`src/rtl/svwe_pkg.sv`:
```
// Shared types and constants of the stack machine word executor.
`timescale 1ns / 1ps

package svwe_pkg;

   localparam int WORD_WIDTH = 32;
   localparam int CODE_WIDTH = 3;
   localparam int NUM_REGS   = 6;
   localparam int REG_IDX_WIDTH = 3;

   localparam logic [WORD_WIDTH-1:0] OP_PSH   = 32'd0;
   localparam logic [WORD_WIDTH-1:0] OP_ADD   = 32'd1;
   localparam logic [WORD_WIDTH-1:0] OP_POP   = 32'd2;
   localparam logic [WORD_WIDTH-1:0] OP_SET   = 32'd3;
   localparam logic [WORD_WIDTH-1:0] OP_PRINT = 32'd4;
   localparam logic [WORD_WIDTH-1:0] OP_HLT   = 32'd6;

   localparam logic [CODE_WIDTH-1:0] RC_PRINT     = 3'd0;
   localparam logic [CODE_WIDTH-1:0] RC_HALT      = 3'd1;
   localparam logic [CODE_WIDTH-1:0] RC_OVERFLOW  = 3'd2;
   localparam logic [CODE_WIDTH-1:0] RC_UNDERFLOW = 3'd3;
   localparam logic [CODE_WIDTH-1:0] RC_BADREG    = 3'd4;

   localparam logic [1:0] CELL_HOLD  = 2'd0;
   localparam logic [1:0] CELL_ABOVE = 2'd1;
   localparam logic [1:0] CELL_BELOW = 2'd2;

   typedef struct packed {
      logic push;
      logic pop;
      logic add;
   } stack_cmd_type;

endpackage

```
`src/rtl/svwe_decode.sv`:
```
// Word decoder: phase, general registers, stack count, halt flag and result register.
`timescale 1ns / 1ps

module svwe_decode
   import svwe_pkg::*;
#(
   parameter int STACK_DEPTH = 256
)
(
   input  logic                    clock,
   input  logic                    reset,
   input  logic                    req_tvalid,
   output logic                    req_tready,
   input  logic [WORD_WIDTH-1:0]   word,
   input  logic [WORD_WIDTH-1:0]   top_entry,
   output stack_cmd_type           stack_cmd,
   output logic                    rsp_tvalid,
   input  logic                    rsp_tready,
   output logic [CODE_WIDTH-1:0]   result_code,
   output logic [WORD_WIDTH-1:0]   value
);

   localparam int CNT_WIDTH = $clog2(STACK_DEPTH + 1);
   localparam logic [CNT_WIDTH-1:0] CNT_FULL = CNT_WIDTH'(STACK_DEPTH);
   localparam logic [CNT_WIDTH-1:0] CNT_ONE  = CNT_WIDTH'(1);
   localparam logic [CNT_WIDTH-1:0] CNT_TWO  = CNT_WIDTH'(2);

   localparam logic [2:0] PH_OPCODE    = 3'd0;
   localparam logic [2:0] PH_PSH_VAL   = 3'd1;
   localparam logic [2:0] PH_POP_REG   = 3'd2;
   localparam logic [2:0] PH_SET_REG   = 3'd3;
   localparam logic [2:0] PH_SET_VAL   = 3'd4;
   localparam logic [2:0] PH_PRINT_REG = 3'd5;
   localparam logic [2:0] PH_SET_SKIP  = 3'd6;

   logic [2:0]                  phase_ff, phase_in;
   logic [REG_IDX_WIDTH-1:0]    pend_ff, pend_in;
   logic [WORD_WIDTH-1:0]       regs_ff [NUM_REGS];
   logic [WORD_WIDTH-1:0]       regs_in [NUM_REGS];
   logic [CNT_WIDTH-1:0]        count_ff, count_in;
   logic                        halted_ff, halted_in;
   logic                        rsp_valid_ff, rsp_valid_in;
   logic [CODE_WIDTH-1:0]       code_ff, code_in;
   logic [WORD_WIDTH-1:0]       value_ff, value_in;

   logic                        fire;
   logic                        reg_ok;
   logic [REG_IDX_WIDTH-1:0]    widx;
   logic                        emit;
   logic [CODE_WIDTH-1:0]       emit_code;
   logic [WORD_WIDTH-1:0]       emit_value;

   assign req_tready = !rsp_valid_ff || rsp_tready;
   assign fire       = req_tvalid && req_tready;
   assign widx       = word[REG_IDX_WIDTH-1:0];
   assign reg_ok     = (word[WORD_WIDTH-1:REG_IDX_WIDTH] == '0) &&
                       (widx < REG_IDX_WIDTH'(NUM_REGS));

   always_comb begin
      phase_in   = phase_ff;
      pend_in    = pend_ff;
      regs_in    = regs_ff;
      count_in   = count_ff;
      halted_in  = halted_ff;
      stack_cmd  = '0;
      emit       = 1'b0;
      emit_code  = RC_PRINT;
      emit_value = '0;
      if (fire && !halted_ff) begin
         phase_in = PH_OPCODE;
         unique case (phase_ff)
            PH_OPCODE: begin
               unique case (word)
                  OP_PSH:   phase_in = PH_PSH_VAL;
                  OP_ADD: begin
                     if (count_ff < CNT_TWO) begin
                        emit      = 1'b1;
                        emit_code = RC_UNDERFLOW;
                     end else begin
                        stack_cmd.add = 1'b1;
                        count_in      = count_ff - CNT_ONE;
                     end
                  end
                  OP_POP:   phase_in = PH_POP_REG;
                  OP_SET:   phase_in = PH_SET_REG;
                  OP_PRINT: phase_in = PH_PRINT_REG;
                  OP_HLT: begin
                     halted_in = 1'b1;
                     emit      = 1'b1;
                     emit_code = RC_HALT;
                  end
                  default: ;
               endcase
            end
            PH_PSH_VAL: begin
               if (count_ff == CNT_FULL) begin
                  emit      = 1'b1;
                  emit_code = RC_OVERFLOW;
               end else begin
                  stack_cmd.push = 1'b1;
                  count_in       = count_ff + CNT_ONE;
               end
            end
            PH_POP_REG: begin
               if (!reg_ok) begin
                  emit      = 1'b1;
                  emit_code = RC_BADREG;
               end else if (count_ff == '0) begin
                  emit      = 1'b1;
                  emit_code = RC_UNDERFLOW;
               end else begin
                  stack_cmd.pop = 1'b1;
                  count_in      = count_ff - CNT_ONE;
                  regs_in[widx] = top_entry;
               end
            end
            PH_SET_REG: begin
               if (!reg_ok) begin
                  phase_in  = PH_SET_SKIP;
                  emit      = 1'b1;
                  emit_code = RC_BADREG;
               end else begin
                  pend_in  = widx;
                  phase_in = PH_SET_VAL;
               end
            end
            PH_SET_VAL: begin
               if (pend_ff < REG_IDX_WIDTH'(NUM_REGS)) begin
                  regs_in[pend_ff] = word;
               end
            end
            PH_PRINT_REG: begin
               emit = 1'b1;
               if (!reg_ok) begin
                  emit_code = RC_BADREG;
               end else begin
                  emit_code  = RC_PRINT;
                  emit_value = regs_ff[widx];
               end
            end
            default: ;
         endcase
      end
   end

   always_comb begin
      rsp_valid_in = rsp_valid_ff;
      code_in      = code_ff;
      value_in     = value_ff;
      if (fire && emit) begin
         rsp_valid_in = 1'b1;
         code_in      = emit_code;
         value_in     = emit_value;
      end else if (rsp_tready) begin
         rsp_valid_in = 1'b0;
      end
   end

   always_ff @(posedge clock) begin
      if (reset) begin
         phase_ff     <= PH_OPCODE;
         pend_ff      <= '0;
         count_ff     <= '0;
         halted_ff    <= 1'b0;
         rsp_valid_ff <= 1'b0;
         for (int i = 0; i < NUM_REGS; i++) begin
            regs_ff[i] <= '0;
         end
      end else begin
         phase_ff     <= phase_in;
         pend_ff      <= pend_in;
         count_ff     <= count_in;
         halted_ff    <= halted_in;
         rsp_valid_ff <= rsp_valid_in;
         regs_ff      <= regs_in;
      end
   end

   always_ff @(posedge clock) begin
      code_ff  <= code_in;
      value_ff <= value_in;
   end

   assign rsp_tvalid  = rsp_valid_ff;
   assign result_code = code_ff;
   assign value       = value_ff;

endmodule

```
`config.mk`:
```
export PLATFORM = sky130hd
export DESIGN_NAME = svwe_decode
export DESIGN_NICKNAME = d
export VERILOG_FILES = /design/src/rtl/svwe_pkg.sv /design/src/rtl/svwe_decode.sv
export SDC_FILE = /design/constraint.sdc
export NUM_CORES = 1
export LEC_CHECK = 0
export ABC_CLOCK_PERIOD_IN_PS = 5700
export BUFFER_PORTS_ARGS = -buffer_cell sky130_fd_sc_hd__buf_2
export CORE_ASPECT_RATIO = 1.4
export CORE_MARGIN = 10
export CORE_UTILIZATION = 31
export DETAILED_ROUTE_END_ITERATION = 8
export PLACE_DENSITY = 0.48
export RECOVER_POWER = 25
export SETUP_SLACK_MARGIN = 0.5
export SLEW_MARGIN = 0
export SYNTH_ARGS = -nofsm -noshare
export SYNTH_HDL_FRONTEND = slang
export SYNTH_SLANG_ARGS = --single-unit
```
`constraint.sdc`:
```
create_clock -name clock -period 5.7 [get_ports clock]
set_clock_uncertainty 0.05 [all_clocks]
set_input_delay 1.14 -clock clock [delete_from_list [all_inputs] [get_ports clock]]
set_output_delay 1.14 -clock clock [all_outputs]
set_load 0.1 [all_outputs]
```
==> impl_metrics.env <==
export IMPL_cts_buffers=25
export IMPL_synth_edf_count=35
export IMPL_synth_area_leaders="dfxtp_1, a221oi_1, nor2b_1, edfxtp_1, nor3_1"
export IMPL_synth_async_reset_ratio_pct=0
export IMPL_cts_tree="yes"
export IMPL_wire_per_inst_um=25.8
export IMPL_grt_pass1_vias=10948
export IMPL_synth_cell_area_um2=11900
export IMPL_io_pins=108
export IMPL_drive_gt1_share_pct=13.3
export IMPL_cts_setup_buffers=0
export IMPL_die_area_um2=46700
export IMPL_ys_types=54
export IMPL_vias=11155
export IMPL_crit_family="simple AND/OR/NAND/NOR gates"
export IMPL_synth_top_area_cell="dfxtp_1"
export IMPL_regArea_um2=5240
export IMPL_rr_worst_depth=7
export IMPL_drc_errors=0
export IMPL_overflow=0
export IMPL_num_fill_cells=3855
export IMPL_htreeDepth=1
export IMPL_grt_start_max_net_pins=110
export IMPL_numClockSinks=244
export IMPL_nets=1395
export IMPL_fin_cells=1813
export IMPL_synthFlopType="dfxtp_1"
export IMPL_finalWirelength_um=46700
export IMPL_timing_critical_path_buf_inv=2
export IMPL_vias_per_cell=6.15
export IMPL_holdPathStages=2
export IMPL_cp_end_kind="flop"
export IMPL_track_usage_pct=19.4
export IMPL_crit_fanout=37
export IMPL_drtPass1Iterations=5
export IMPL_crit_type="in2reg"
export IMPL_first_iter_violations=976
export IMPL_seq_area_frac_synth_pct=44.1
export IMPL_required_ns=6.03
export IMPL_worst_setup_path_start_kind="input port"
export IMPL_avgSynthCellArea_um2=9.24
export IMPL_finalSetupViolCount=0
export IMPL_placedCellCount=1765
export IMPL_crit_path_frequent_cell="nor4_1"
export IMPL_slew_headroom_pct=-63.2
export IMPL_grt_first_pass_wirelength_um=70600
export IMPL_core_area_um2=37700
export IMPL_port_buffers=107
export IMPL_syn_to_final_growth_pct=15.0
export IMPL_leakagePower_nw=4.41
export IMPL_max_freq_mhz=199
export IMPL_fin_crit_ns=5.02
export IMPL_cts_resized=0
export IMPL_antenna_found_initial=7
export IMPL_worstHoldPathType="reg2reg"
export IMPL_ant_nets=0
export IMPL_crit_cells=8
export IMPL_setup_tns_ns=0
export IMPL_ys_seq_elements=244
export IMPL_holdBufCountCts=0
export IMPL_synth_fp_nets=1362
export IMPL_max_cap_violations=2
export IMPL_max_vdd_ir_drop_mv=0.233
export IMPL_powerDensity_nw_per_um2=278
export IMPL_ys_warn_count=0
export IMPL_initial_core_util_pct=31.5
export IMPL_critPathMaxStageDelay_ns=1.45
export IMPL_rsz0062_at_grt="no"
export IMPL_clk_pin_slew_ns=0.06
export IMPL_cpMaxStageDelayCell="nor4_1"
export IMPL_synthTopCellsByCount="dfxtp_1, nor3_1, nor2b_1, a221oi_1, clkbuf_1"
export IMPL_clockBufferDepth=3
export IMPL_die_h_um=252
export IMPL_violations="capacitance limit, slew limit"
export IMPL_path_cells="clkbuf_1 -> nor4_1 -> nand4_1 -> nor4_1 -> o221ai_4 -> buf_4 -> a221oi_1 -> nor3_1"
export IMPL_fp_dieW_um=185
export IMPL_slew_violations=40
export IMPL_clk_insertion_delay_late_ns=0.55
export IMPL_yosysMostFrequentCell="dfxtp_1"
export IMPL_synth_top_area_share_pct=35.2
export IMPL_tightest_slew_ns=2.45
export IMPL_multiInputGateArea_um2=6260
export IMPL_hold_viol_final=0
export IMPL_row_count=84
export IMPL_status="finished with violations"
export IMPL_period_share_pct=88.1
export IMPL_hpwl_um=25800
export IMPL_gp_congestion=0.811
export IMPL_worst_ep_arrival_time_ns=5.35
export IMPL_cts_root_buffer="clkbuf_16"
export IMPL_syn_inst=1286
-- power breakdown --
part	total, W	leakage [nW]	switching [W]	internal, W
Clock	0.00163	0.386	0.000720	0.000908
Combinational	0.000378	2.07	0.000286	0.0000917
Sequential	0.00179	1.95	0.0000169	0.00177
Total	0.00379	4.41	0.00102	0.00277
-- cells in the final DEF (no fill, tap or decap), types with 7 or more instances in the layout --
cell | netlist | final
dfxtp_1 | 209 | 209
nor3_1 | 207 | 202
a221oi_1 | 197 | 197
nor2b_1 | 200 | 196
a22oi_1 | 77 | 77
buf_2 | 3 | 68
clkbuf_1 | 124 | 48
edfxtp_1 | 35 | 35
buf_4 | 0 | 33
nor2_1 | 35 | 32
a31oi_1 | 27 | 27
clkbuf_16 | 0 | 25
a21oi_1 | 24 | 24
nand2_1 | 11 | 11
nor4_1 | 10 | 9
o21ai_0 | 9 | 9
nand3_1 | 9 | 9
mux2i_1 | 8 | 8
inv_1 | 7 | 7
ha_1 | 7 | 7
-- tightest hold or removal path, stage by stage (launching register included) --
cell and delay (ns):
dfxtp_1 0.32, o21ai_0 0.07, a21oi_1 0.06
-- layer usage --
layer	part of all wire [%]	GRT usage, %
met5	0.11	0
met4	2.9	6.80
met3	6.0	2.65
met2	50	33.6
met1	41	24.0
-- sequential cells by signal, summed over array words and instances, names as in the netlist --
signal	count
rsp_tvalid	1
pend_ff	3
count_ff	9
regs_ff	192
halted_ff	1
value	32
phase_ff	3
result_code	3
-- cell type report --
type	count	area share, %
clock buffers	38	5.23
clock inverters	7	0.467
well taps	473	4.33
multi-input cells	898	45.8
flip-flops and latches	244	38.3
inverters	8	0.220
diodes	3	0.0549
repair buffers	142	5.60
-- path summary, 6_finish.rpt --
check                                               from                         to  slack (ns)
worst max-delay path                            word[16]  regs_ff[145]$_SDFFE_PP0P_        0.68
worst min-delay path            count_ff[4]$_SDFFE_PP0P_   count_ff[4]$_SDFFE_PP0P_        0.45
worst max register to register  count_ff[1]$_SDFFE_PP0P_  regs_ff[145]$_SDFFE_PP0P_        1.91
worst min register to register  count_ff[4]$_SDFFE_PP0P_   count_ff[4]$_SDFFE_PP0P_        0.45
-- per-stage QoR --
stage	utilization (%)	hold WS [ns]	worst slack, ns	total power, W	area [um2]
after floorplan	-	0.405	0.390	0.00204	11900
after CTS	36.4	0.444	0.714	0.00384	13700
after detailed placement	34.3	0.436	0.710	0.00220	12900
after global placement	34.3	0.424	0.760	0.00220	12900
final	36.2	0.450	0.680	0.00379	13700
after global routing	36.2	0.475	0.439	0.00392	13700
-- kinds of logic (layout without fill, tap and decap cells) --
logic type               count (synthesis)  count (layout)  share of synthesized area (%)
other                                    0               3                              0
flip-flops                             244             244                           44.1
AO/OA/AOI/OAI                          360             360                           24.3
XOR/XNOR                                 6               6                          0.442
AND/OR/NAND/NOR                        507             507                           23.9
buffers and inverters                  144             195                           4.58
adder cells (fa/ha/maj)                  8               8                          0.906
multiplexers                            17              17                           1.81
Note: power is estimated with default switching activity, not from simulation.
