<file path="src/rtl/svwe_pkg.sv">
// Shared types and constants of the stack machine word executor.
`timescale 1ns / 1ps

package svwe_pkg;

   localparam int WORD_WIDTH = 32;
   localparam int CODE_WIDTH = 3;
   localparam int NUM_REGS   = 6;
   localparam int REG_IDX_WIDTH = 3;

   localparam logic [WORD_WIDTH-1:0] OP_PSH   = 32'd0;
   localparam logic [WORD_WIDTH-1:0] OP_ADD   = 32'd1;
   localparam logic [WORD_WIDTH-1:0] OP_POP   = 32'd2;
   localparam logic [WORD_WIDTH-1:0] OP_SET   = 32'd3;
   localparam logic [WORD_WIDTH-1:0] OP_PRINT = 32'd4;
   localparam logic [WORD_WIDTH-1:0] OP_HLT   = 32'd6;

   localparam logic [CODE_WIDTH-1:0] RC_PRINT     = 3'd0;
   localparam logic [CODE_WIDTH-1:0] RC_HALT      = 3'd1;
   localparam logic [CODE_WIDTH-1:0] RC_OVERFLOW  = 3'd2;
   localparam logic [CODE_WIDTH-1:0] RC_UNDERFLOW = 3'd3;
   localparam logic [CODE_WIDTH-1:0] RC_BADREG    = 3'd4;

   localparam logic [1:0] CELL_HOLD  = 2'd0;
   localparam logic [1:0] CELL_ABOVE = 2'd1;
   localparam logic [1:0] CELL_BELOW = 2'd2;

   typedef struct packed {
      logic push;
      logic pop;
      logic add;
   } stack_cmd_type;

endpackage

</file>
<file path="src/rtl/svwe_cell.sv">
// One stack entry cell: holds, takes its upper neighbor, or takes its lower neighbor.
`timescale 1ns / 1ps

module svwe_cell
   import svwe_pkg::*;
(
   input  logic                    clock,
   input  logic [1:0]              cmd,
   input  logic [WORD_WIDTH-1:0]   data_above,
   input  logic [WORD_WIDTH-1:0]   data_below,
   output logic [WORD_WIDTH-1:0]   data_out
);

   logic [WORD_WIDTH-1:0] entry_ff;
   logic [WORD_WIDTH-1:0] entry_in;

   always_comb begin
      case (cmd)
         CELL_ABOVE: entry_in = data_above;
         CELL_BELOW: entry_in = data_below;
         default:    entry_in = entry_ff;
      endcase
   end

   always_ff @(posedge clock) begin
      entry_ff <= entry_in;
   end

   assign data_out = entry_ff;

endmodule

</file>
<file path="config.mk">
export PLATFORM = sky130hd
export DESIGN_NAME = svwe_cell
export DESIGN_NICKNAME = d
export VERILOG_FILES = /design/src/rtl/svwe_pkg.sv /design/src/rtl/svwe_cell.sv
export SDC_FILE = /design/constraint.sdc
export NUM_CORES = 1
export LEC_CHECK = 0
export BUFFER_PORTS_ARGS = -buffer_cell sky130_fd_sc_hd__buf_4
export CORE_MARGIN = 4
export CORE_UTILIZATION = 25
export CTS_CLUSTER_DIAMETER = 80
export DETAILED_ROUTE_END_ITERATION = 8
export PLACE_DENSITY = 0.53
export SYNTH_ARGS = -nofsm -noshare
export SYNTH_HDL_FRONTEND = slang
export SYNTH_SLANG_ARGS = --single-unit
</file>
<file path="constraint.sdc">
create_clock -name clock -period 2 [get_ports clock]
set_input_delay 0.4 -clock clock [delete_from_list [all_inputs] [get_ports clock]]
set_output_delay 0.4 -clock clock [all_outputs]
set_load 0.02 [all_outputs]
</file>
==> results.md, run 1 <==
Critical path:
- The critical path is of the in2reg type.
- The largest fanout on the critical path is 32.
- Data on the critical path is required at its endpoint by 2020 ps.
- The category of the worst setup path launch point is a primary input.
- The data arrival time of the critical path is about 1400 ps.
- The worst setup path is captured at a register.

Detailed routing:
- In the final routed layout, each cell accounts on average for between 10 and 15 µm.
- The average via count per standard cell is 3.97.
- The count of unresolved DRC violations after routing is 0.
- The residual antenna-violating net count after detailed routing is 0.
- The iteration-0 DRC count of the detailed router is 18.
- Wires add up to 3.54 mm.
- The via count of the routed design is 992.
- The first detailed-routing pass took 4 iterations.

Die:
- The area enclosed by the die boundary is between 7000 and 8000 µm².
- During I/O placement, the number of pins put on the boundary was 99.
- The initial utilization of the core area, before any placement, comes to about a quarter.
- Measured along the x axis, the die boundary spans ~86 µm.
- In this run the vertical extent of the chip is 86.1 µm.
- The number of rows in the core area is 28.
- The core footprint is 5920 µm².

Timing:
- The hold violation total from the final report is 0.
- In the finished design, the share of the clock period the worst path needs comes to between 60% and 70%.
- Setup violations remaining at the end of the flow were counted as 0.
- The worst max-slew margin expressed relative to the limit is 83.9%.
- Setup repair after global routing left no endpoint under its margin.
- At the pin with the least slew margin, the transition time is 242 ps.
- The worst path meets setup with 655 ps of slack.
- The count of pins over their slew limit is 0.
- The highest clock frequency the design can meet is 743 MHz.
- The minimum clock period after layout is 1350 ps.
- The worst hold margin is 424 ps.
- The final total negative setup slack is 0 ps.

Clocking:
- The clock slew seen by the registers of the worst setup and hold paths is approximately 60 ps.
- The post-cts repair resize count is 0.
- The longest clock path from root to sink contains 2 buffers.
- In this run, post-CTS hold repair placed 0 buffers.
- TritonCTS built the clock tree.
- Counting every sink on the clock net gives 32.
- The total CTS buffers is 5.
- The clock tree root buffer cell is sky130_fd_sc_hd__clkbuf_8.
- The number of setup buffers added after CTS is 0.
- The CTS H-tree depth is 2.

Final layout:
- The sequential cells in the finished layout cover a total of 961 µm².
- The filler cells instantiated in the layout total 580.
- In the layout the commonest cells are sky130_fd_sc_hd__buf_4 (98), sky130_fd_sc_hd__edfxtp_1 (32), sky130_fd_sc_hd__mux2_4 (30), sky130_fd_sc_hd__clkbuf_8 (5).
- Leaving out fill and tap cells, the most frequent cell in the layout is sky130_fd_sc_hd__buf_4.
- The register with the most flip-flops in the layout has 32 of them.
- The final layout net count is 242.
- After the flow finishes, the layout carries non-filler instances totaling 250.
- Relative to the synthesized area, the layout overhead comes to 57.8%.
- The multi-input logic area is 488 µm².
- Of the cells placed in the final design, the portion with a size suffix greater than 1 is 78.9%.
- The count of antenna diodes in the layout is 0.

Global routing:
- The first global-routing pass estimated 5.11 mm of wire.
- The number of antenna violations at the first check in global routing is 0.
- The via count of the first global-routing pass is 1070.
- The largest net degree at the start of global routing is 33.
- The global-route total usage across every layer is ~9.3%.
- The global-route congestion overflow total is 0.

Power and ir drop:
- The clock network burns 24.4% of the power.
- The net switching share of the total power is 25.4%.
- The total power consumption of the routed design is 0.00184 W.
- The internal portion of the total power is 0.00137 W.
- Per report_power, the sequential group accounts for ~48% of the total.
- VDD sags by at most 0.300 mV.
- Of the total power, combinational logic draws between 20 and 30%.
- Power spread over the standard cell area amounts to 766 nW/µm².
- For this design the static power due to leakage is 1.09 nW.
- The power dissipated by switching net loads is around 0.00047 W.

Synth:
- The count of unique library cells instantiated by Yosys is 7.
- Counting every net in the synthesized netlist gives about 140.
- The post-synthesis sequential area ratio is between 60% and 70%.
- In this run the mean area of a mapped cell was 21.5 µm².
- Synthesis produced a netlist whose cell count is 71.
- After synthesis the netlist holds a flip-flop and latch count of 32.
- The cell area after synthesis is about 1500 µm².
- For this run, the number of Yosys warnings is 0.

Place:
- The number of buffers added on ports is 98.
- OpenSTA, run right after detailed placement, puts the worst setup slack at 361 ps.
- The placed wire-length estimate after detailed placement is 2.72 mm.
- The placer congestion estimate is 0.902.
- Once placement completed, the tool counted placed cells totaling 242.

Worst hold path:
- The startpoint of the lowest-slack hold path is data_above[26].
- The worst hold path was traced through 2 stages.
- The destination of the worst hold path is data_out[26].
- In this run the worst hold path is classified as in2reg.

Outcome:
- The run finished with clean final reports.

Flow run:
- The number of maximum-capacitance constraint violations is 0.
==> layer usage <==
metal	vias up	share of wire [%]	GRT usage, %
met4	0	1.6	3.45
met2	64	48	15.4
met1	443	36	9.69
met5	-	0	0
met3	6	14	5.28
li1	479	-	-
==> worst max path at each step <==
stage                     slack, ps  startpoint  cells past startpoint            to
after global placement          390      cmd[0]                      5  data_out[30]
after detailed placement        360      cmd[0]                      5  data_out[30]
after floorplan                 280      cmd[0]                      3   data_out[0]
final                           650      cmd[0]                      5  data_out[30]
after CTS                       660      cmd[0]                      5  data_out[30]
after global routing            640      cmd[0]                      5  data_out[30]
==> layout make-up <==
class	instances	area share [%]
sequential	32	39.9
timing repair buffer	100	32.2
multi-input combinational	33	20.3
tap	75	3.90
clock buffer	7	3.17
inverter	2	0.312
clock inverter	1	0.156
==> logic make-up (layout without fill, tap and decap cells) <==
| kind of cell | count (synthesis) | count (layout) | synth area share, % |
|---|---|---|---|
| adders and majority gates | 1 | 1 | 0.820 |
| buffers and inverters | 6 | 110 | 5.17 |
| DFF | 32 | 32 | 63.0 |
| muxes | 32 | 32 | 31.0 |
==> through the flow <==
| stage | utilization (%) | area, µm² |
|---|---|---|
| 4_1_cts | 40.6 | 2410 |
| 6_report | 40.6 | 2410 |
| 2_1_floorplan | - | 1530 |
| 3_3_place_gp | 39.3 | 2330 |
| 3_5_place_dp | 39.3 | 2330 |
| 5_1_grt | 40.6 | 2410 |
==> cells in the mapped netlist (all sizes together) <==
library cell	number	area, µm²
edfxtp	32	961
inv	2	7.51
buf	4	71.3
mux2	32	473
ha	1	12.5
==> power by group through the flow <==
stage	combinational (W)	sequential, W	clock [W]
after floorplan	0.000130	0.00102	0
after global routing	0.000540	0.000891	0.000515
after CTS	0.000521	0.000884	0.000476
final	0.000512	0.000881	0.000449
after global placement	0.000514	0.000894	0
after detailed placement	0.000520	0.000896	0
==> worst max-delay path, stage by stage <==
cell                     delay [ps]
sky130_fd_sc_hd__buf_4          110
sky130_fd_sc_hd__inv_1           50
sky130_fd_sc_hd__ha_2           190
sky130_fd_sc_hd__buf_12         250
sky130_fd_sc_hd__mux2_2         370
(Power assumes the default switching activity.)
==> run 2: changes to the inputs <==
Settings changed: ABC_AREA from default to 1, PLACE_DENSITY 0.53 to 0.54.
Clock period 2 ns to 1.4 ns, I/O delays scaled along.
==> run 2 against run 1 <==
  * Worst hold slack worse by 150 ps
  * Clock power increased by 39%
  * Critical endpoint is now data_out[20]
  * Synthesized cell count grew 96%
  * Sequential share of layout area rose by 0.85 points
  * Die area is 3.1% lower
  * Total power up 41%
  * First-iteration DRC count is 89% higher
  * Area after synthesis down 3.4%
  * Highest routed layer unchanged
  * Utilization rose by 1.4 points
  * Global-route usage rose by 0.22 points
  * Combinational power is 40% higher
  * Critical path depth is 4 lower
==> results.md, run 2 <==
Detailed routing:
- The length of the first detailed-routing pass in iterations is 4.
- The final wirelength is 3.48 mm.
- The detailed-route wire length per cell is ~11 µm.
- In this run, the number of DRC markers left after iteration 0 of detailed routing was 34.
- The residual antenna-violating net count after detailed routing is 0.
- The via count of the routed design is 1207.
- For this run, design rule violations remaining after detail routing come to 0.
- In the routed layout, each cell is associated on average with a via count of 3.87.

Critical path:
- The worst setup path is captured at an output port.
- The category of the worst setup path launch point is a register.
- Among cell families on the critical path, the largest total delay comes from flip-flops.
- At the worst endpoint, the arrival time is 820 ps.
- At the worst endpoint, the required time is 1120 ps.
- In this run the worst path has a maximum fanout of 1.
- The worst setup path category is reg2out.
- The maximum cell stage delay along the critical path is 380 ps.
- Walking the worst path, the cells encountered are buf_4.
- The cell with the largest stage delay on the worst path is sky130_fd_sc_hd__edfxtp_1.
- Counting both buffers and inverters, the worst setup path holds a total of 1.

Timing:
- For the pin with the worst max-slew slack, the measured transition is 206 ps.
- The count of pins over their slew limit is 0.
- Dividing the final minimum period by the clock period gives 78.5%.
- The final setup violation count is 0.
- On the final layout, the worst hold slack is 272 ps.
- In this run the tightest slew margin relative to its limit is 86.2%.
- Setup repair after global routing left no endpoint under its margin.
- The final total negative setup slack is 0 ps.
- For this run, the top clock speed supported by timing is 910 MHz.
- The hold violation total from the final report is 0.
- For the finished layout, the period the worst path requires is approximately 1100 ps.

Place:
- In this run, placement finished with an instance count of 305.
- The number of buffers added on ports is 98.
- Summed over all nets, the half-perimeter wirelength after detailed placement is approximately 2.7 mm.
- The placer congestion estimate is 0.721.

Synth:
- The most used flip-flop cell after synthesis is sky130_fd_sc_hd__edfxtp_1.
- In the post-synthesis netlist, the cell with the most instances is sky130_fd_sc_hd__nand2_1.
- The net count after synthesis is 207.
- The number of enable-type register cells in the synthesized netlist is 32.
- The number of synthesized register bits is 32.
- The count of synthesis-stage warnings from yosys is 0.
- The share of the synthesized area in the top cell type is about 65%.
- The mean cell area of the mapped netlist is 10.6 µm².
- The post-synthesis sequential area ratio is 65.3%.
- Summing every instance area after synthesis gives 1470 µm².
- For this run, asynchronously set or reset flops after synthesis account for 0%.
- The netlist uses 9 different library cells.
- After synthesis, the cell types taking the most area are sky130_fd_sc_hd__edfxtp_1 (65%), sky130_fd_sc_hd__nand2_1 (22%), sky130_fd_sc_hd__nand2_2 (4.2%), sky130_fd_sc_hd__clkbuf_8 (2.8%), sky130_fd_sc_hd__buf_6 (2.3%).
- Counting every instance in the synthesized netlist gives ~140.
- The biggest area consumer among synthesized cells is sky130_fd_sc_hd__edfxtp_1.
- In the synthesized netlist, the cells that appear most often are sky130_fd_sc_hd__nand2_1 (86), sky130_fd_sc_hd__edfxtp_1 (32), sky130_fd_sc_hd__nand2_2 (10).

Final layout:
- The final layout net count is about 310.
- The count of antenna diodes in the layout is 0.
- Leaving out fill and tap cells, the most frequent cell in the layout is sky130_fd_sc_hd__buf_4.
- The signed area change from the synthesized netlist to the final layout is 60.0%.
- Leaving out filler cells and counting taps, the final layout contains 312.
- The flip-flop count of the largest register after layout is 32.
- The layout cell share with drive strength beyond 1 is between 40% and 50%.
- In the layout the commonest cells are sky130_fd_sc_hd__buf_4 (98), sky130_fd_sc_hd__nand2_1 (86), sky130_fd_sc_hd__edfxtp_1 (32), sky130_fd_sc_hd__nand2_2 (10), sky130_fd_sc_hd__clkbuf_8 (5).

Global routing:
- Global routing finished with a remaining overflow of 0.
- The via count of the first global-routing pass is around 1100.
- The largest net degree at the start of global routing is 33.
- The first global-routing pass estimated 5.28 mm of wire.
- For this run, the total global-route usage over all layers was measured as under 10%.
- The number of antenna violations at the first check in global routing is 0.

Power and ir drop:
- The total power density per cell area is 1100 nW/µm².
- The net switching share of the total power is 26.9%.
- Cell internal power was estimated by the tool at 0.00190 W.
- The leakage power is 1.15 nW.
- The worst-case IR drop observed on VDD is slightly below 0.4 mV.
- The power dissipated by switching net loads is about 0.0007 W.
- The combinational fraction of design power is 27.7%.
- The sequential group share of total power is 48.3%.
- Of the total power, the clock network draws 24.0%.

Die:
- Once the floorplan was initialized, standard cells occupied 26.3% of the core.
- The core footprint is 5610 µm².
- The die is about 85 µm wide.
- The I/O pin total is slightly below 100.
- The die covers 7180 µm².
- The die is 84.8 µm tall.
- Row generation in the floorplan step produced 27 rows.

Worst hold path:
- The worst hold-check path type is in2reg.
- For hold timing, the worst endpoint is data_out[3].
- Along the worst hold path, the cell count comes to 3.
- The startpoint of the lowest-slack hold path is data_above[3].

Clocking:
- The maximum buffer depth of the clock tree is 2.
- Clock-pin slew was measured on the worst setup and hold paths at 60 ps.
- Clock tree synthesis inserted a total of 5 buffers.
- In this run the post-CTS setup repair buffer count came out at 0.
- The clock tree root buffer cell is sky130_fd_sc_hd__clkbuf_8.
- The number of hold buffers added after cts is 0.
- TritonCTS built the clock tree.
- The H-tree was split into 2 levels.
- The number of clock sinks is 32.
- Gates resized during post-CTS repair numbered 0.

Flow run:
- The tool flagged a number of max-cap violations equal to 0.

Outcome:
- The run finished with clean final reports.
-- run 2: worst max-delay path by stage --
stage                 start           end  cells past startpoint
4_1_cts         data_out[0]   data_out[0]                      1
3_5_place_dp         cmd[0]  data_out[11]                      5
5_1_grt        data_out[20]  data_out[20]                      1
6_report       data_out[20]  data_out[20]                      1
3_3_place_gp         cmd[0]  data_out[11]                      5
2_1_floorplan        cmd[0]   data_out[0]                      3
-- run 2: per-layer routing --
layer / GRT usage, % / vias up / wire length, µm
li1: - / 642 / -
met2: 16.1 / 52 / 1760
met3: 5.30 / 5 / 400
met1: 9.62 / 508 / 1260
met4: 3.88 / 0 / 53
met5: 0 / - / 0
-- run 2: per-stage QoR --
step	instance area (µm²)	util [%]	setup WS [ps]	total power, W
detailed placement	2280	40.7	143	0.00201
global placement	2280	40.7	155	0.00201
CTS	2360	42.0	278	0.00264
global route	2360	42.0	251	0.00274
finish	2360	42.0	301	0.00260
floorplan	1490	-	5.53	0.00161
-- run 2: kinds of logic (layout without fill, tap and decap cells) --
logic type,Yosys count,after routing,synth area share [%]
flops,32,32,65.3
buf+inv,10,111,7.73
simple gates,96,96,26.2
fa+ha+maj,1,1,0.849
-- run 2: final cells by class --
type	count	area (µm²)
Sequential cell	32	961
Clock buffer	5	68.8
Multi-Input combinational cell	97	410
Fill cell	590	3250
Inverter	3	22.5
Timing Repair Buffer	101	796
Tap cell	72	90.1
Clock inverter	2	7.51
-- run 2: power by group through the flow --
stage | registers (W) | logic [W] | clock network, W
2_1_floorplan | 0.00146 | 0.000151 | 0
3_3_place_gp | 0.00127 | 0.000733 | 0
3_5_place_dp | 0.00128 | 0.000734 | 0
4_1_cts | 0.00126 | 0.000735 | 0.000650
5_1_grt | 0.00127 | 0.000768 | 0.000699
6_report | 0.00126 | 0.000718 | 0.000623
==> run 3: changes to the inputs <==
Clock period 1.4 ns to 1.1 ns, I/O delays scaled along.
==> run 3 against run 2 <==
  * Global-route usage is 0.47 points higher
  * Total power is 28% higher
  * Clock power rose by 32%
  * Sequential power increased by 27%
  * Die area unchanged
  * Wire length is 2.0% higher
  * Sequential cell count did not move
  * Utilization rose by 0.20 points
  * Non-clock buffer count did not move
  * Cell area up 0.48%
  * Highest routed layer unchanged
  * Via count up 2.2%
==> results.md, run 3 (synthesis gave the netlist of run 2 again) <==
Outcome:
- The flow ran to the end, and the final reports show no timing, DRC or antenna violations.

Clocking:
- TritonCTS built the clock tree.
- Gates resized during post-CTS repair numbered 0.
- In this run the deepest clock path goes through 2 buffers.
- CTS saw 32 sinks.
- CTS built an H-tree with a depth of 2.
- The number of hold buffers added after CTS was 0.
- The root buffer cell chosen for the clock tree is sky130_fd_sc_hd__clkbuf_8.
- In this run the post-CTS setup repair buffer count came out at 0.
- The total CTS buffers is 5.
- Clock-pin slew was measured on the worst setup and hold paths at around 60 ps.

Critical path:
- The critical path goes through buf_4.
- The largest fanout on the critical path is 1.
- The worst setup path is captured at an output port.
- The cell family with the largest share of critical-path delay is flip-flops.
- The category of the worst setup path launch point is a register.
- The maximum cell stage delay along the critical path is 370 ps.
- Data on the critical path arrives at its endpoint at 810 ps.
- The worst setup path category is reg2out.
- The slowest stage of the critical path is the sky130_fd_sc_hd__edfxtp_1 cell.
- The critical path data required time is around 900 ps.
- Counting both buffers and inverters, the worst setup path holds a total of 1.

Final layout:
- The signed area change from the synthesized netlist to the final layout is 60.7%.
- Of the cells placed in the final design, the portion with a size suffix greater than 1 is 49.8%.
- Across the whole layout, storage elements account for 961 µm².
- The final layout net count is 308.
- Counting the fill cells in the layout gives 563.
- The library cells used most frequently in the layout, excluding fill and tap cells, are sky130_fd_sc_hd__buf_4 (98), sky130_fd_sc_hd__nand2_1 (86), sky130_fd_sc_hd__edfxtp_1 (32), sky130_fd_sc_hd__nand2_2 (10), sky130_fd_sc_hd__clkbuf_8 (5).
- The utilization after layout is 42.2%.
- Leaving out fill and tap cells, the most frequent cell in the layout is sky130_fd_sc_hd__buf_4.
- The multi-input combinational cells in the finished layout cover a total of 410 µm².
- The flip-flop count of the largest register after layout is 32.
- The count of antenna diodes in the layout is 0.

Timing:
- For the pin with the worst max-slew slack, the measured transition is 211 ps.
- In the post-route analysis, the smallest setup slack over all paths is 65.3 ps.
- The count of pins over their slew limit is 0.
- The worst path uses a little over nine tenths of the clock period.
- Setup total negative slack on the finished layout was measured at 0 ps.
- The hold violation total from the final report was 0.
- Setup violations remaining at the end of the flow were counted as 0.
- Setup repair after global routing left no endpoint under its margin.
- Measured against its own limit, the worst slew margin works out to 86.0%.
- For this run, the top clock speed supported by timing is 966 MHz.
- The worst path in the final design needs a cycle of 1030 ps, including I/O delays and setup.

Detailed routing:
- In this run the remaining antenna-violating nets after routing total 0.
- The length of the first detailed-routing pass in iterations is 4.
- For this run, design rule violations remaining after detail routing come to 0.
- Across all layers, the routed design uses 1234 vias.
- The first routing iteration left 46 violations.
- The final wirelength is between 3 and 4 mm.
- After detailed routing, the number of vias per cell comes to between 3 and 4.
- The detailed-route wire length per cell is 11.3 µm.

Die:
- The core region is 5610 µm².
- The starting density of the core is 26.3%.
- 99 I/O pins were placed.
- The area enclosed by the die boundary is 7180 µm².
- The floorplan die height is 84.8 µm.
- The number of rows in the core area is 27.
- The die is 84.8 µm wide.

Global routing:
- The first global-routing pass estimated 5.62 mm of wire.
- The global-route congestion overflow total is 0.
- Entering global routing, the biggest net connects 33 pins.
- The number of antenna violations at the first check in global routing is 0.
- The via count of the first global-routing pass is 1254.
- Global routing consumed, over all layers together, 9.95% of the routing resources.

Power and ir drop:
- The internal power is between 0.002 and 0.0025 W.
- The power dissipated by switching net loads is 0.000895 W.
- The combinational fraction of design power is a little over a quarter.
- The design draws 0.00333 W.
- IR analysis of the VDD net gives a maximum drop of 0.526 mV.
- The total power density per cell area is 1410 nW/µm².
- Of the total power, registers draw 48.0%.
- Net switching is 26.9% of the power.
- In this run, the clock network consumes roughly a quarter of the power.
- The leakage power is 1.15 nW.

Worst hold path:
- The cell count of the worst hold path is 3.
- For hold timing, the worst endpoint is data_out[27].
- The path class of the tightest hold or removal check is in2reg.
- The startpoint of the lowest-slack hold path is data_above[27].

Place:
- The number of buffers added on ports is 98.
- The placer congestion estimate is 0.690.
- The HPWL after detailed placement is 2.77 mm.
- Prior to clock tree synthesis, the placed netlist has a worst setup slack of -83.6 ps.

Flow run:
- The number of maximum-capacitance constraint violations is 0.
==> run 3: cell types whose count changed in the layout (fill, tap and decap cells not counted), sizes merged <==
cell    change
clkbuf      +2
clkinv      -1
==> run 3: how the worst max path moves through the flow <==
stage,cells after the start,slack (ps),endpoint,start
4_1_cts,1,30,data_out[29],data_out[29]
2_1_floorplan,3,-200,data_out[0],cmd[0]
3_5_place_dp,5,-80,data_out[10],cmd[0]
5_1_grt,1,20,data_out[7],data_out[7]
6_report,1,70,data_out[29],data_out[29]
3_3_place_gp,5,-70,data_out[14],cmd[0]
==> run 3: layer usage <==
layer / up-vias / share of wire, % / track usage (%)
li1: 644 / - / -
met1: 539 / 38 / 9.99
met2: 49 / 53 / 18.0
met3: 2 / 8.4 / 4.32
met4: 0 / 1.0 / 3.88
met5: - / 0 / 0
==> run 3: per-stage QoR <==
| stage | std cells | cell area (µm²) | hold WS [ps] |
|---|---|---|---|
| 2_1_floorplan | 139 | 1500 | 393 |
| 3_3_place_gp | 305 | 2290 | 485 |
| 3_5_place_dp | 305 | 2290 | 488 |
| 4_1_cts | 313 | 2370 | 196 |
| 5_1_grt | 313 | 2370 | 194 |
| 6_report | 313 | 2370 | 208 |
==> run 3: final cells by class <==
| type | instances | share of cell area [%] |
|---|---|---|
| clock inverter | 1 | 0.159 |
| timing repair buffer | 101 | 33.6 |
| inverter | 3 | 1.27 |
| clock buffer | 7 | 3.22 |
| multi-input combinational | 97 | 17.3 |
| sequential | 32 | 40.6 |
| tap | 72 | 3.81 |
==> run 3: power groups by stage <==
stage / clock network (W) / logic (W) / registers, W
6_report: 0.000820 / 0.000911 / 0.00160
5_1_grt: 0.000927 / 0.000977 / 0.00162
4_1_cts: 0.000863 / 0.000930 / 0.00160
3_5_place_dp: 0 / 0.000929 / 0.00163
3_3_place_gp: 0 / 0.000927 / 0.00162
2_1_floorplan: 0 / 0.000194 / 0.00186
